<file path="src/hw/rtl/fte_pkg.sv">
// Shared types and constants of the FAT12 table engine.
// Command and result words, memory request struct, function and status codes.
// No dependencies.
`default_nettype none

package fte_pkg;

    localparam int ENTRIES     = 4096;
    localparam int PAIRS       = ENTRIES / 2;
    localparam int PAIR_W      = $clog2(PAIRS);
    localparam int TABLE_BYTES = PAIRS * 3;
    localparam int LANES       = 3;
    localparam int ENTRY_W     = 12;
    localparam int INDEX_W     = 13;
    localparam int RECIP_SHIFT = 17;
    localparam int RECIP3      = (2 ** RECIP_SHIFT + 2) / 3;
    localparam int PROD_W      = INDEX_W + 16;

    localparam logic [ENTRY_W-1:0] END_MARK    = 12'hFFF;
    localparam logic [INDEX_W-1:0] SIZE_RESET  = 13'd4096;
    localparam logic [INDEX_W-1:0] ENTRY_LIMIT = INDEX_W'(ENTRIES);
    localparam logic [INDEX_W-1:0] BYTE_LIMIT  = INDEX_W'(TABLE_BYTES);

    localparam logic [2:0] FUNC_LOAD_BYTE  = 3'd0;
    localparam logic [2:0] FUNC_READ_ENTRY = 3'd1;
    localparam logic [2:0] FUNC_ALLOCATE   = 3'd2;
    localparam logic [2:0] FUNC_FREE       = 3'd3;
    localparam logic [2:0] FUNC_COUNT      = 3'd4;
    localparam logic [2:0] FUNC_READ_BYTE  = 3'd5;

    localparam logic [1:0] STAT_OK    = 2'd0;
    localparam logic [1:0] STAT_FULL  = 2'd1;
    localparam logic [1:0] STAT_RSVD  = 2'd2;
    localparam logic [1:0] STAT_RANGE = 2'd3;

    typedef struct packed {
        logic [2:0]         func;
        logic [INDEX_W-1:0] byte_index;
        logic [7:0]         byte_value;
        logic [ENTRY_W-1:0] entry_index;
    } cmd_t;

    typedef struct packed {
        logic [1:0]         status;
        logic [ENTRY_W-1:0] entry_value;
        logic [ENTRY_W-1:0] result_index;
        logic [INDEX_W-1:0] chain_count;
        logic [7:0]         byte_out;
    } res_t;

    typedef struct packed {
        logic [PAIR_W-1:0]           addr;
        logic [LANES-1:0]            we;
        logic [LANES-1:0][7:0]       wdata;
    } mem_req_t;

endpackage

`default_nettype wire

</file>
<file path="src/hw/rtl/fte_ctrl.sv">
// Sequencer of the FAT12 table engine: decode, byte split, entry unpack,
// read-modify-write and the allocate/count scans. Uses fte_pkg.
`default_nettype none

module fte_ctrl
    import fte_pkg::*;
(
    input  wire logic                  clk,
    input  wire logic                  rst_n,
    input  wire logic                  start,
    input  wire cmd_t                  cmd,
    output logic                       busy,
    output logic                       done,
    output res_t                       result,
    input  wire logic                  cfg_we,
    input  wire logic [INDEX_W-1:0]    cfg_data,
    output mem_req_t                   mem_req,
    input  wire logic [LANES-1:0][7:0] rdata
);

    typedef enum logic [3:0] {
        S_IDLE   = 4'b0001,
        S_DECODE = 4'b0010,
        S_ACCESS = 4'b0100,
        S_SCAN   = 4'b1000
    } state_t;

    state_t             state_reg, state_next;
    cmd_t               cmd_reg, cmd_next;
    logic [INDEX_W-1:0] size_reg, size_next;
    logic [PAIR_W-1:0]  ptr_reg, ptr_next;
    logic [INDEX_W-1:0] count_reg, count_next;
    logic               done_reg, done_next;
    res_t               result_reg, result_next;

    logic [INDEX_W-1:0]        limit;
    logic [PROD_W-1:0]         prod;
    logic [PROD_W-RECIP_SHIFT-1:0] quot;
    logic [INDEX_W-1:0]        rem_full;
    logic [1:0]                lane;
    logic [PAIR_W-1:0]         byte_pair;
    logic [PAIR_W-1:0]         entry_pair;
    logic                      byte_ok;
    logic                      eidx_ok;
    logic [7:0]                b0, b1, b2;
    logic [ENTRY_W-1:0]        e0, e1;
    logic [INDEX_W-1:0]        idx0, idx1, idx2;
    logic                      v0, v1, more;
    logic [PAIR_W-1:0]         ptr_inc;
    logic [INDEX_W-1:0]        c0, c1;
    logic                      fin;
    res_t                      res;

    assign limit      = (size_reg > ENTRY_LIMIT) ? ENTRY_LIMIT : size_reg;
    assign prod       = PROD_W'(cmd_reg.byte_index) * PROD_W'(RECIP3);
    assign quot       = prod[PROD_W-1:RECIP_SHIFT];
    assign rem_full   = cmd_reg.byte_index - (INDEX_W'({quot, 1'b0}) + INDEX_W'(quot));
    assign lane       = rem_full[1:0];
    assign byte_pair  = quot[PAIR_W-1:0];
    assign entry_pair = cmd_reg.entry_index[PAIR_W:1];
    assign byte_ok    = cmd_reg.byte_index < BYTE_LIMIT;
    assign eidx_ok    = INDEX_W'(cmd_reg.entry_index) < limit;

    assign b0 = rdata[0];
    assign b1 = rdata[1];
    assign b2 = rdata[2];
    assign e0 = {b1[3:0], b0};
    assign e1 = {b2, b1[7:4]};

    assign idx0    = INDEX_W'({ptr_reg, 1'b0});
    assign idx1    = idx0 + INDEX_W'(1);
    assign idx2    = idx0 + INDEX_W'(2);
    assign v0      = idx0 < limit;
    assign v1      = idx1 < limit;
    assign more    = idx2 < limit;
    assign ptr_inc = ptr_reg + PAIR_W'(1);
    assign c0      = INDEX_W'(e0 == END_MARK);
    assign c1      = INDEX_W'(e1 == END_MARK);

    assign size_next = cfg_we ? cfg_data : size_reg;

    always_comb
    begin
        state_next    = state_reg;
        cmd_next      = cmd_reg;
        ptr_next      = ptr_reg;
        count_next    = count_reg;
        result_next   = result_reg;
        done_next     = 1'b0;
        mem_req.addr  = ptr_reg;
        mem_req.we    = '0;
        mem_req.wdata = '0;
        fin           = 1'b0;
        res           = '0;

        case (state_reg)
            S_IDLE:
            begin
                if (start)
                begin
                    cmd_next   = cmd;
                    state_next = S_DECODE;
                end
            end
            S_DECODE:
            begin
                case (cmd_reg.func)
                    FUNC_LOAD_BYTE:
                    begin
                        fin = 1'b1;
                        if (byte_ok)
                        begin
                            mem_req.addr        = byte_pair;
                            mem_req.we[lane]    = 1'b1;
                            mem_req.wdata[lane] = cmd_reg.byte_value;
                        end
                        else
                        begin
                            res.status = STAT_RANGE;
                        end
                    end
                    FUNC_READ_ENTRY:
                    begin
                        if (eidx_ok)
                        begin
                            mem_req.addr = entry_pair;
                            state_next   = S_ACCESS;
                        end
                        else
                        begin
                            fin        = 1'b1;
                            res.status = STAT_RANGE;
                        end
                    end
                    FUNC_ALLOCATE, FUNC_COUNT:
                    begin
                        mem_req.addr = '0;
                        ptr_next     = '0;
                        count_next   = '0;
                        state_next   = S_SCAN;
                    end
                    FUNC_FREE:
                    begin
                        if (cmd_reg.entry_index < ENTRY_W'(2))
                        begin
                            fin        = 1'b1;
                            res.status = STAT_RSVD;
                        end
                        else if (!eidx_ok)
                        begin
                            fin        = 1'b1;
                            res.status = STAT_RANGE;
                        end
                        else
                        begin
                            mem_req.addr = entry_pair;
                            state_next   = S_ACCESS;
                        end
                    end
                    FUNC_READ_BYTE:
                    begin
                        if (byte_ok)
                        begin
                            mem_req.addr = byte_pair;
                            state_next   = S_ACCESS;
                        end
                        else
                        begin
                            fin        = 1'b1;
                            res.status = STAT_RANGE;
                        end
                    end
                    default:
                    begin
                        fin = 1'b1;
                    end
                endcase
            end
            S_ACCESS:
            begin
                fin = 1'b1;
                case (cmd_reg.func)
                    FUNC_READ_ENTRY:
                    begin
                        res.entry_value = cmd_reg.entry_index[0] ? e1 : e0;
                    end
                    FUNC_FREE:
                    begin
                        mem_req.addr = entry_pair;
                        if (cmd_reg.entry_index[0])
                        begin
                            mem_req.we       = 3'b110;
                            mem_req.wdata[1] = {4'h0, b1[3:0]};
                            mem_req.wdata[2] = 8'h00;
                        end
                        else
                        begin
                            mem_req.we       = 3'b011;
                            mem_req.wdata[0] = 8'h00;
                            mem_req.wdata[1] = {b1[7:4], 4'h0};
                        end
                    end
                    FUNC_READ_BYTE:
                    begin
                        res.byte_out = rdata[lane];
                    end
                    default:
                    begin
                        res = '0;
                    end
                endcase
            end
            S_SCAN:
            begin
                case (cmd_reg.func)
                    FUNC_ALLOCATE:
                    begin
                        if (v0 && (e0 == '0))
                        begin
                            fin              = 1'b1;
                            mem_req.we       = 3'b011;
                            mem_req.wdata[0] = 8'hFF;
                            mem_req.wdata[1] = {b1[7:4], 4'hF};
                            res.result_index = idx0[ENTRY_W-1:0];
                        end
                        else if (v1 && (e1 == '0))
                        begin
                            fin              = 1'b1;
                            mem_req.we       = 3'b110;
                            mem_req.wdata[1] = {4'hF, b1[3:0]};
                            mem_req.wdata[2] = 8'hFF;
                            res.result_index = idx1[ENTRY_W-1:0];
                        end
                        else if (!more)
                        begin
                            fin        = 1'b1;
                            res.status = STAT_FULL;
                        end
                        else
                        begin
                            mem_req.addr = ptr_inc;
                            ptr_next     = ptr_inc;
                        end
                    end
                    FUNC_COUNT:
                    begin
                        if (!v0 || (e0 == '0))
                        begin
                            fin             = 1'b1;
                            res.chain_count = count_reg;
                        end
                        else if (!v1 || (e1 == '0))
                        begin
                            fin             = 1'b1;
                            res.chain_count = count_reg + c0;
                        end
                        else if (!more)
                        begin
                            fin             = 1'b1;
                            res.chain_count = count_reg + c0 + c1;
                        end
                        else
                        begin
                            count_next   = count_reg + c0 + c1;
                            mem_req.addr = ptr_inc;
                            ptr_next     = ptr_inc;
                        end
                    end
                    default:
                    begin
                        fin = 1'b1;
                    end
                endcase
            end
            default:
            begin
                state_next = S_IDLE;
            end
        endcase

        if (fin)
        begin
            state_next  = S_IDLE;
            done_next   = 1'b1;
            result_next = res;
        end
    end

    always_ff @(posedge clk or negedge rst_n)
    begin
        if (!rst_n)
        begin
            state_reg <= S_IDLE;
            size_reg  <= SIZE_RESET;
            done_reg  <= 1'b0;
        end
        else
        begin
            state_reg <= state_next;
            size_reg  <= size_next;
            done_reg  <= done_next;
        end
    end

    always_ff @(posedge clk)
    begin
        cmd_reg    <= cmd_next;
        ptr_reg    <= ptr_next;
        count_reg  <= count_next;
        result_reg <= result_next;
    end

    assign busy   = (state_reg != S_IDLE);
    assign done   = done_reg;
    assign result = result_reg;

endmodule

`default_nettype wire

</file>
<file path="config.mk">
export PLATFORM = sky130hd
export DESIGN_NAME = fte_ctrl
export DESIGN_NICKNAME = d
export VERILOG_FILES = /design/src/hw/rtl/fte_pkg.sv /design/src/hw/rtl/fte_ctrl.sv
export SDC_FILE = /design/constraint.sdc
export NUM_CORES = 1
export LEC_CHECK = 0
export BUFFER_PORTS_ARGS = -buffer_cell sky130_fd_sc_hd__buf_2
export CAP_MARGIN = 20
export CORE_ASPECT_RATIO = 1.1
export CORE_MARGIN = 4
export CORE_UTILIZATION = 55
export DETAILED_ROUTE_END_ITERATION = 8
export PLACE_DENSITY_LB_ADDON = 0.2
export SLEW_MARGIN = 20
export SYNTH_ARGS = -nofsm -noshare
export SYNTH_HDL_FRONTEND = slang
export SYNTH_SLANG_ARGS = --single-unit
</file>
<file path="constraint.sdc">
create_clock -name clk -period 9.3 [get_ports clk]
set_clock_uncertainty 0.2 [all_clocks]
set_input_delay 0.465 -clock clk [delete_from_list [all_inputs] [get_ports clk]]
set_output_delay 0.465 -clock clk [all_outputs]
set_load 0.005 [all_outputs]
</file>
==> impl_metrics.py, run 1 <==
metrics = {
    "critical_path": {
        "worstPathArrival_ns": 7.38,
        "worstPathRequired_ns": 8.64,
        "reg2reg_slack_ns": 2.45,
        "critPathMaxFanout": 19,
        "reg2reg_from": "cmd_reg[29]",
        "r2r.worst_path.cells": 21,
        "cp_slowest_stage_delay_ns": 0.80,
        "crit_path_start_kind": "register",
        "worstPathCellList": "ha_1, inv_1, fa_1, fa_1, fa_1, fa_1, inv_1, ha_1, a21oi_1, nor2_1, a2111o_1, nor2_1, o21ba_1, xnor2_1, ha_1, inv_1, ha_1, xnor2_2, nand3b_1, nor2b_1, a21o_1, buf_2",
        "crit_slowest_cell": "xnor2_2",
        "r2r_end": "result[1]",
        "setup.worst_path.end_class": "primary output",
        "crit_type": "reg -> out",
    },
    "synthesis": {
        "synth_fp_nets": 1375,
        "yosysSeqAreaShare_pct": 33.0,
        "avgSynthCellArea_um2": 9.84,
        "synthCells": 1130,
        "synth.distinct_cells": 87,
        "syn-cell-area_um2": 11100,
        "synth-edff-count": 107,
        "yosysWarnings": 0,
        "ys_async_sr_fraction_pct": 14.4,
        "synthFlopType": "edfxtp_1",
        "synth-seq-cells": 125,
    },
    "clock_network": {
        "cts_hold_buf": 1,
        "cts_buffer_depth": 2,
        "clock_latency_ns": 0.42,
        "cts_root_buf": "clkbuf_16",
        "cts_resized": 0,
        "postCtsSetupBuffers": 0,
        "htreeDepth": 4,
        "clk_pin_slew_ns": 0.06,
        "cts_tree": "done",
        "cts_made_buffers": 17,
        "clkSinkCount": 125,
    },
    "place": {
        "io_buffers": 163,
        "post_dp_cell_area_um2": 12200,
        "gp_congestion": 0.955,
        "dp_slack_ns": 1.81,
        "dpl.hpwl_um": 23600,
    },
    "route": {
        "ant_nets": 0,
        "vias": 9490,
        "firstDrtPassIters": 6,
        "wl_per_cell_um": 19.5,
        "drt_wl_total_um": 30100,
        "drc": 0,
        "drt_iter0_markers": 801,
        "via_per_inst": 6.14,
    },
    "die": {
        "dieArea_um2": 22600,
        "die_w_um": 144,
        "placementRows": 54,
        "coreArea_um2": 19900,
        "start_util_pct": 56.0,
        "fp.dieH_um": 157,
        "io_pins": 164,
    },
    "cells_and_area": {
        "nets": 1524,
        "area_growth_pct": 14.8,
        "layout-drive-gt1-share_pct": 18.3,
        "n_fill_cell": 1679,
        "fin_util_pct": 64.2,
        "post-route-cell-area_um2": 12800,
        "largest_reg_flops": 47,
    },
    "timing": {
        "slew-limit-headroom_pct": 30.6,
        "hold_violations": 0,
        "final.setup.worst_slack_ns": 1.25,
        "worst_pin_slew_ns": 1.04,
        "setup_tns_ns": 0,
        "max_freq_mhz": 124,
        "period_minus_slack_ns": 8.05,
        "grt_setup_unrepaired": "no",
        "timing.final.max_slew_violations": 0,
        "timing.final.crit_share_pct": 86.5,
        "setup_viol": 0,
    },
    "global_route": {
        "grt_pass1_vias": 9239,
        "antenna_found_initial": 1,
        "grt_max_degree": 48,
        "grt_overflow": 0,
        "grt_usage_pct": 26.8,
        "grt_pass1_wl_um": 47900,
    },
    "hold_path": {
        "min_to": "cmd_reg[19]",
        "min-delay-start": "cmd[19]",
        "hold_path_class": "in -> reg",
        "hold_path_depth": 1,
    },
    "outcome": {
        "run_status": "finished clean",
    },
    "run": {
        "max_cap_viol_count": 0,
    },
}
critical path: cells and delay by family, from the launching register on:
family	cells	cell delay, ns
xor gates and xnor gates	2	0.97
DFF	1	0.44
adders and majority gates	8	3.29
buffers and inverters	4	0.30
and+or+nand+nor	4	0.98
AOI/OAI and AO/OA	4	1.00
metal layers:
layer  part of all wire, %  up-vias  wire length (um)  track usage (%)
met4                   4.1        0              1240             11.1
met3                   7.2       89              2180             4.74
met5                     0        -                 0                0
met1                    39     4538             11900             34.0
met2                    49      408             14800             45.5
li1                      -     4455                 -                -
how the worst max path moves through the flow:
stage                           start     endpoint  slack (ns)
final                     cmd_reg[29]  mem_req[22]        1.25
after global routing      cmd_reg[29]  mem_req[23]        0.77
after CTS                 cmd_reg[29]  mem_req[22]        1.26
after detailed placement  cmd_reg[29]  mem_req[22]        1.81
after global placement    cmd_reg[29]  mem_req[16]        1.98
after floorplan           cmd_reg[29]  mem_req[16]        2.60
per-stage QoR:
stage,cells,hold WS [ns]
2_1_floorplan,1130,-0.0306
5_1_grt,1545,0.00612
3_3_place_gp,1510,0.240
6_report,1545,0.0147
3_5_place_dp,1510,0.251
4_1_cts,1543,0.00552
synthesized netlist by cell type, drive strengths merged, types with 6 or more instances:
cell type  count  area, um2
ha           120       1500
edfxtp       107       3210
inv          105        394
nor2          89        334
nand2         61        229
a21oi         50        250
o21ai         50        277
fa            48        961
nand3         42        210
clkbuf        34        128
a21o          33        248
mux2i         29        290
nor3          25        125
xor2          21        184
and2          18        113
xnor2         18        158
and3          16        100
dfrtp         16        400
nand4         15       93.8
a211oi        14        105
mux2          14        158
nand2b        14       87.6
or2           13       81.3
nor4          12       81.3
nand3b        11       82.6
a221oi         9       78.8
nor2b          9       56.3
a31oi          8       50.1
buf            8       38.8
or3            8       50.1
o22ai          7       43.8
a22oi          6       45.0
and4           6       52.6
o211ai         6       45.0
cells in the final DEF, fill, tap and decap left out, types with 6 or more instances in the layout:
| cell | instances |
|---|---|
| and3_1 | 16 |
| nand4_1 | 15 |
| a21o_1 | 33 |
| buf_2 | 163 |
| a22oi_1 | 6 |
| xor2_1 | 21 |
| buf_4 | 7 |
| nand3b_1 | 11 |
| a21oi_1 | 49 |
| clkbuf_16 | 17 |
| o21ai_0 | 36 |
| a221oi_1 | 9 |
| or2_0 | 7 |
| and2_1 | 18 |
| or3_1 | 8 |
| nand2_1 | 61 |
| nor2_1 | 88 |
| mux2i_1 | 29 |
| o21ai_2 | 7 |
| nor2b_1 | 9 |
| dfrtp_1 | 16 |
| fa_1 | 48 |
| o22ai_1 | 7 |
| inv_1 | 104 |
| nand2b_1 | 14 |
| xnor2_1 | 17 |
| o211ai_1 | 6 |
| edfxtp_1 | 107 |
| o21ai_1 | 7 |
| a211oi_1 | 14 |
| a31oi_1 | 8 |
| mux2_2 | 13 |
| nand3_1 | 41 |
| nor3_1 | 25 |
| and4_1 | 6 |
| nor4_1 | 11 |
| ha_1 | 120 |
area by class of cell:
cell class | instances | area [um2] | share of cell area [%]
inverters | 105 | 394 | 3.09
flip-flops and latches | 125 | 3670 | 28.7
multi-input cells | 858 | 6920 | 54.2
clock buffers | 20 | 447 | 3.50
repair buffers | 172 | 898 | 7.04
diodes | 1 | 2.50 | 0.0196
clock inverters | 12 | 121 | 0.951
well taps | 252 | 315 | 2.47
logic make-up after synthesis:
group	share of synthesized area (%)
flops	33.0
xor+xnor	3.27
fa+ha+maj	22.2
mux	4.03
compound gates	15.9
simple gates	16.6
buf+inv	5.04
Power of run 1 is not shown: default switching activity piles up to over one toggle a cycle in this logic, so the estimate is an artifact.
==> inputs of run 2 (changes only) <==
--- a/config.mk
+++ b/config.mk
@@ -5,10 +5,10 @@
 export SDC_FILE = /design/constraint.sdc
 export NUM_CORES = 1
 export LEC_CHECK = 0
+export ABC_AREA = 1
 export BUFFER_PORTS_ARGS = -buffer_cell sky130_fd_sc_hd__buf_2
 export CAP_MARGIN = 20
-export CORE_ASPECT_RATIO = 1.1
-export CORE_MARGIN = 4
+export CORE_MARGIN = 8
 export CORE_UTILIZATION = 55
 export DETAILED_ROUTE_END_ITERATION = 8
 export PLACE_DENSITY_LB_ADDON = 0.2
==> impl_metrics.py, run 2 <==
metrics = {
    "global_route": {
        "grt_pass1_wl_um": 56200,
        "grt_overflow": 0,
        "grt_max_degree": 49,
        "grt_usage_pct": 27.4,
        "grt_pass1_vias": 10500,
        "antenna_found_initial": 0,
    },
    "route": {
        "drc": 0,
        "wl_per_cell_um": 18.4,
        "firstDrtPassIters": 5,
        "via_per_inst": 5.59,
        "drt_iter0_markers": 892,
        "ant_nets": 0,
        "vias": 10900,
        "drt_wl_total_um": 35900,
    },
    "die": {
        "start_util_pct": 55.8,
        "placementRows": 53,
        "fp.dieH_um": 162,
        "die_w_um": 162,
        "io_pins": 164,
        "coreArea_um2": 20900,
        "dieArea_um2": 26100,
    },
    "clock_network": {
        "cts_tree": "done",
        "cts_buffer_depth": 2,
        "clk_pin_slew_ns": 0.07,
        "cts_hold_buf": 28,
        "postCtsSetupBuffers": 0,
        "cts_resized": 0,
        "htreeDepth": 4,
        "cts_made_buffers": 17,
        "clkSinkCount": 125,
        "cts_root_buf": "clkbuf_16",
        "clock_latency_ns": 0.44,
    },
    "timing": {
        "period_minus_slack_ns": 7.65,
        "timing.final.max_slew_violations": 0,
        "whs_ns": 0.00765,
        "grt_setup_unrepaired": "no",
        "slew-limit-headroom_pct": 27.6,
        "timing.final.crit_share_pct": 82.2,
        "setup_tns_ns": 0,
        "setup_viol": 0,
        "worst_pin_slew_ns": 1.08,
        "hold_violations": 0,
        "max_freq_mhz": 131,
    },
    "synthesis": {
        "synthCells": 1471,
        "synthTopCellsByArea": "edfxtp_1 28%, ha_1 13%, nand2_1 9.9%",
        "synthTopCellsByCount": "309 x nand2_1, 241 x inv_1, 126 x nor2_1",
        "synth.distinct_cells": 52,
        "synth-seq-cells": 125,
        "yosysTopAreaCellShare_pct": 27.6,
        "synth_largest_area_cell": "edfxtp_1",
        "yosysMostFrequentCell": "nand2_1",
        "synth_fp_nets": 1716,
        "syn-cell-area_um2": 11700,
        "yosysSeqAreaShare_pct": 31.4,
        "yosysWarnings": 0,
        "synthFlopType": "edfxtp_1",
        "synth-edff-count": 107,
        "ys_async_sr_fraction_pct": 14.4,
        "avgSynthCellArea_um2": 7.92,
    },
    "cells_and_area": {
        "area_growth_pct": 16.9,
        "layout-drive-gt1-share_pct": 14.9,
        "antenna_cells": 0,
        "final_cell_mix": "309 x nand2_1, 241 x inv_1, 163 x buf_2",
        "mostFrequentLayoutCell": "nand2_1",
        "nets": 1906,
        "largest_reg_flops": 47,
    },
    "hold_path": {
        "hold_path_class": "in -> reg",
        "hold_path_depth": 1,
    },
    "place": {
        "dpl.hpwl_um": 28300,
        "io_buffers": 163,
        "gp_congestion": 0.990,
    },
    "critical_path": {
        "crit_type": "reg -> out",
        "critPathMaxFanout": 25,
        "crit_buf_inv": 5,
        "setup.worst_path.end_class": "primary output",
        "reg2reg_slack_ns": 2.57,
        "crit_path_start_kind": "register",
        "worstPathCellList": "ha_1, fa_1, inv_1, fa_1, inv_1, fa_1, fa_1, ha_1, nand2_1, nor4_1, nand2_1, nand2_2, xor2_4, ha_1, inv_1, ha_1, nand2_1, nand2_1, inv_1, nand3_2, o21ai_0, buf_2",
        "cp_num_cells": 22,
        "critPathTopFamily": "adder cells",
        "cp_slowest_stage_delay_ns": 0.64,
        "crit_slowest_cell": "fa_1",
        "worstPathArrival_ns": 6.98,
        "r2r.worst_path.cells": 22,
        "worstPathRequired_ns": 8.64,
    },
    "outcome": {
        "run_status": "finished clean",
    },
    "run": {
        "max_cap_viol_count": 0,
    },
}
run 2: changes by cell type after synthesis, moves of 17 or more:
cell	change
a21oi_1	+44
nand3_1	+52
inv_1	+137
and2_1	-17
clkbuf_1	-19
a21o_1	-29
o21ai_0	+47
nand4_1	+23
nor2_1	+37
mux2i_1	-29
nand2_1	+248
run 2: kinds of logic (layout without fill, tap and decap cells):
family | count (synthesis) | in the layout | share of synthesized area [%]
buffers and inverters | 273 | 476 | 8.98
muxes | 8 | 8 | 0.773
adders and majority gates | 168 | 168 | 21.1
AOI/OAI and AO/OA | 236 | 236 | 11.4
and+or+nand+nor | 629 | 629 | 23.7
xor gates and xnor gates | 32 | 32 | 2.63
DFF | 125 | 125 | 31.4
run 2: layer usage:
layer	part of all wire, %	GRT usage [%]	wire length [um]	vias up
met5	0.33	0	118	-
met1	44	36.7	15700	5036
met2	45	43.4	16100	512
met3	9.0	6.03	3250	56
li1	-	-	-	5286
met4	2.1	8.54	768	2
run 2: final cells by class:
| cell class | count | area [um2] |
|---|---|---|
| sequential | 125 | 3670 |
| timing repair buffer | 198 | 1160 |
| clock buffer | 17 | 425 |
| fill | 1836 | 7260 |
| inverter | 246 | 926 |
| clock inverter | 15 | 146 |
| multi-input combinational | 1073 | 6960 |
| tap | 275 | 344 |
run 2: worst register-to-register path: stages, from the launching register on:
cell      delay [ns]
edfxtp_1        0.47
ha_1            0.36
fa_1            0.58
inv_1           0.08
fa_1            0.64
inv_1           0.09
fa_1            0.50
fa_1            0.49
ha_1            0.33
nand2_1         0.11
nor4_1          0.28
nand2_1         0.10
nand2_2         0.12
xor2_4          0.23
ha_1            0.28
inv_1           0.07
ha_1            0.23
or2_2           0.29
nand2_1         0.22
inv_1           0.36
o21ai_0         0.28
nand2_1         0.10
a21oi_1         0.17
run 2: path summary, 6_finish.rpt:
| kind | from | end |
|---|---|---|
| min in group asynchronous | rst_n | state_reg[2] |
| worst min-delay path | cmd[12] | cmd_reg[12] |
| worst max-delay path | cmd_reg[29] | mem_req[2] |
| max in group asynchronous | rst_n | state_reg[0] |
| worst min register to register | size_reg[0] | size_reg[0] |
| worst max register to register | cmd_reg[29] | result[1] |
run 2: per-stage QoR:
stage	worst slack [ns]	utilization (%)	std cells	cell area, um2
3_5_place_dp	2.10	61.1	1888	12800
4_1_cts	1.62	65.1	1948	13600
6_report	1.65	65.3	1949	13600
5_1_grt	1.10	65.3	1949	13600
3_3_place_gp	2.21	61.1	1888	12800
2_1_floorplan	2.91	-	1471	11700
Power of run 2 is left out for the same reason.
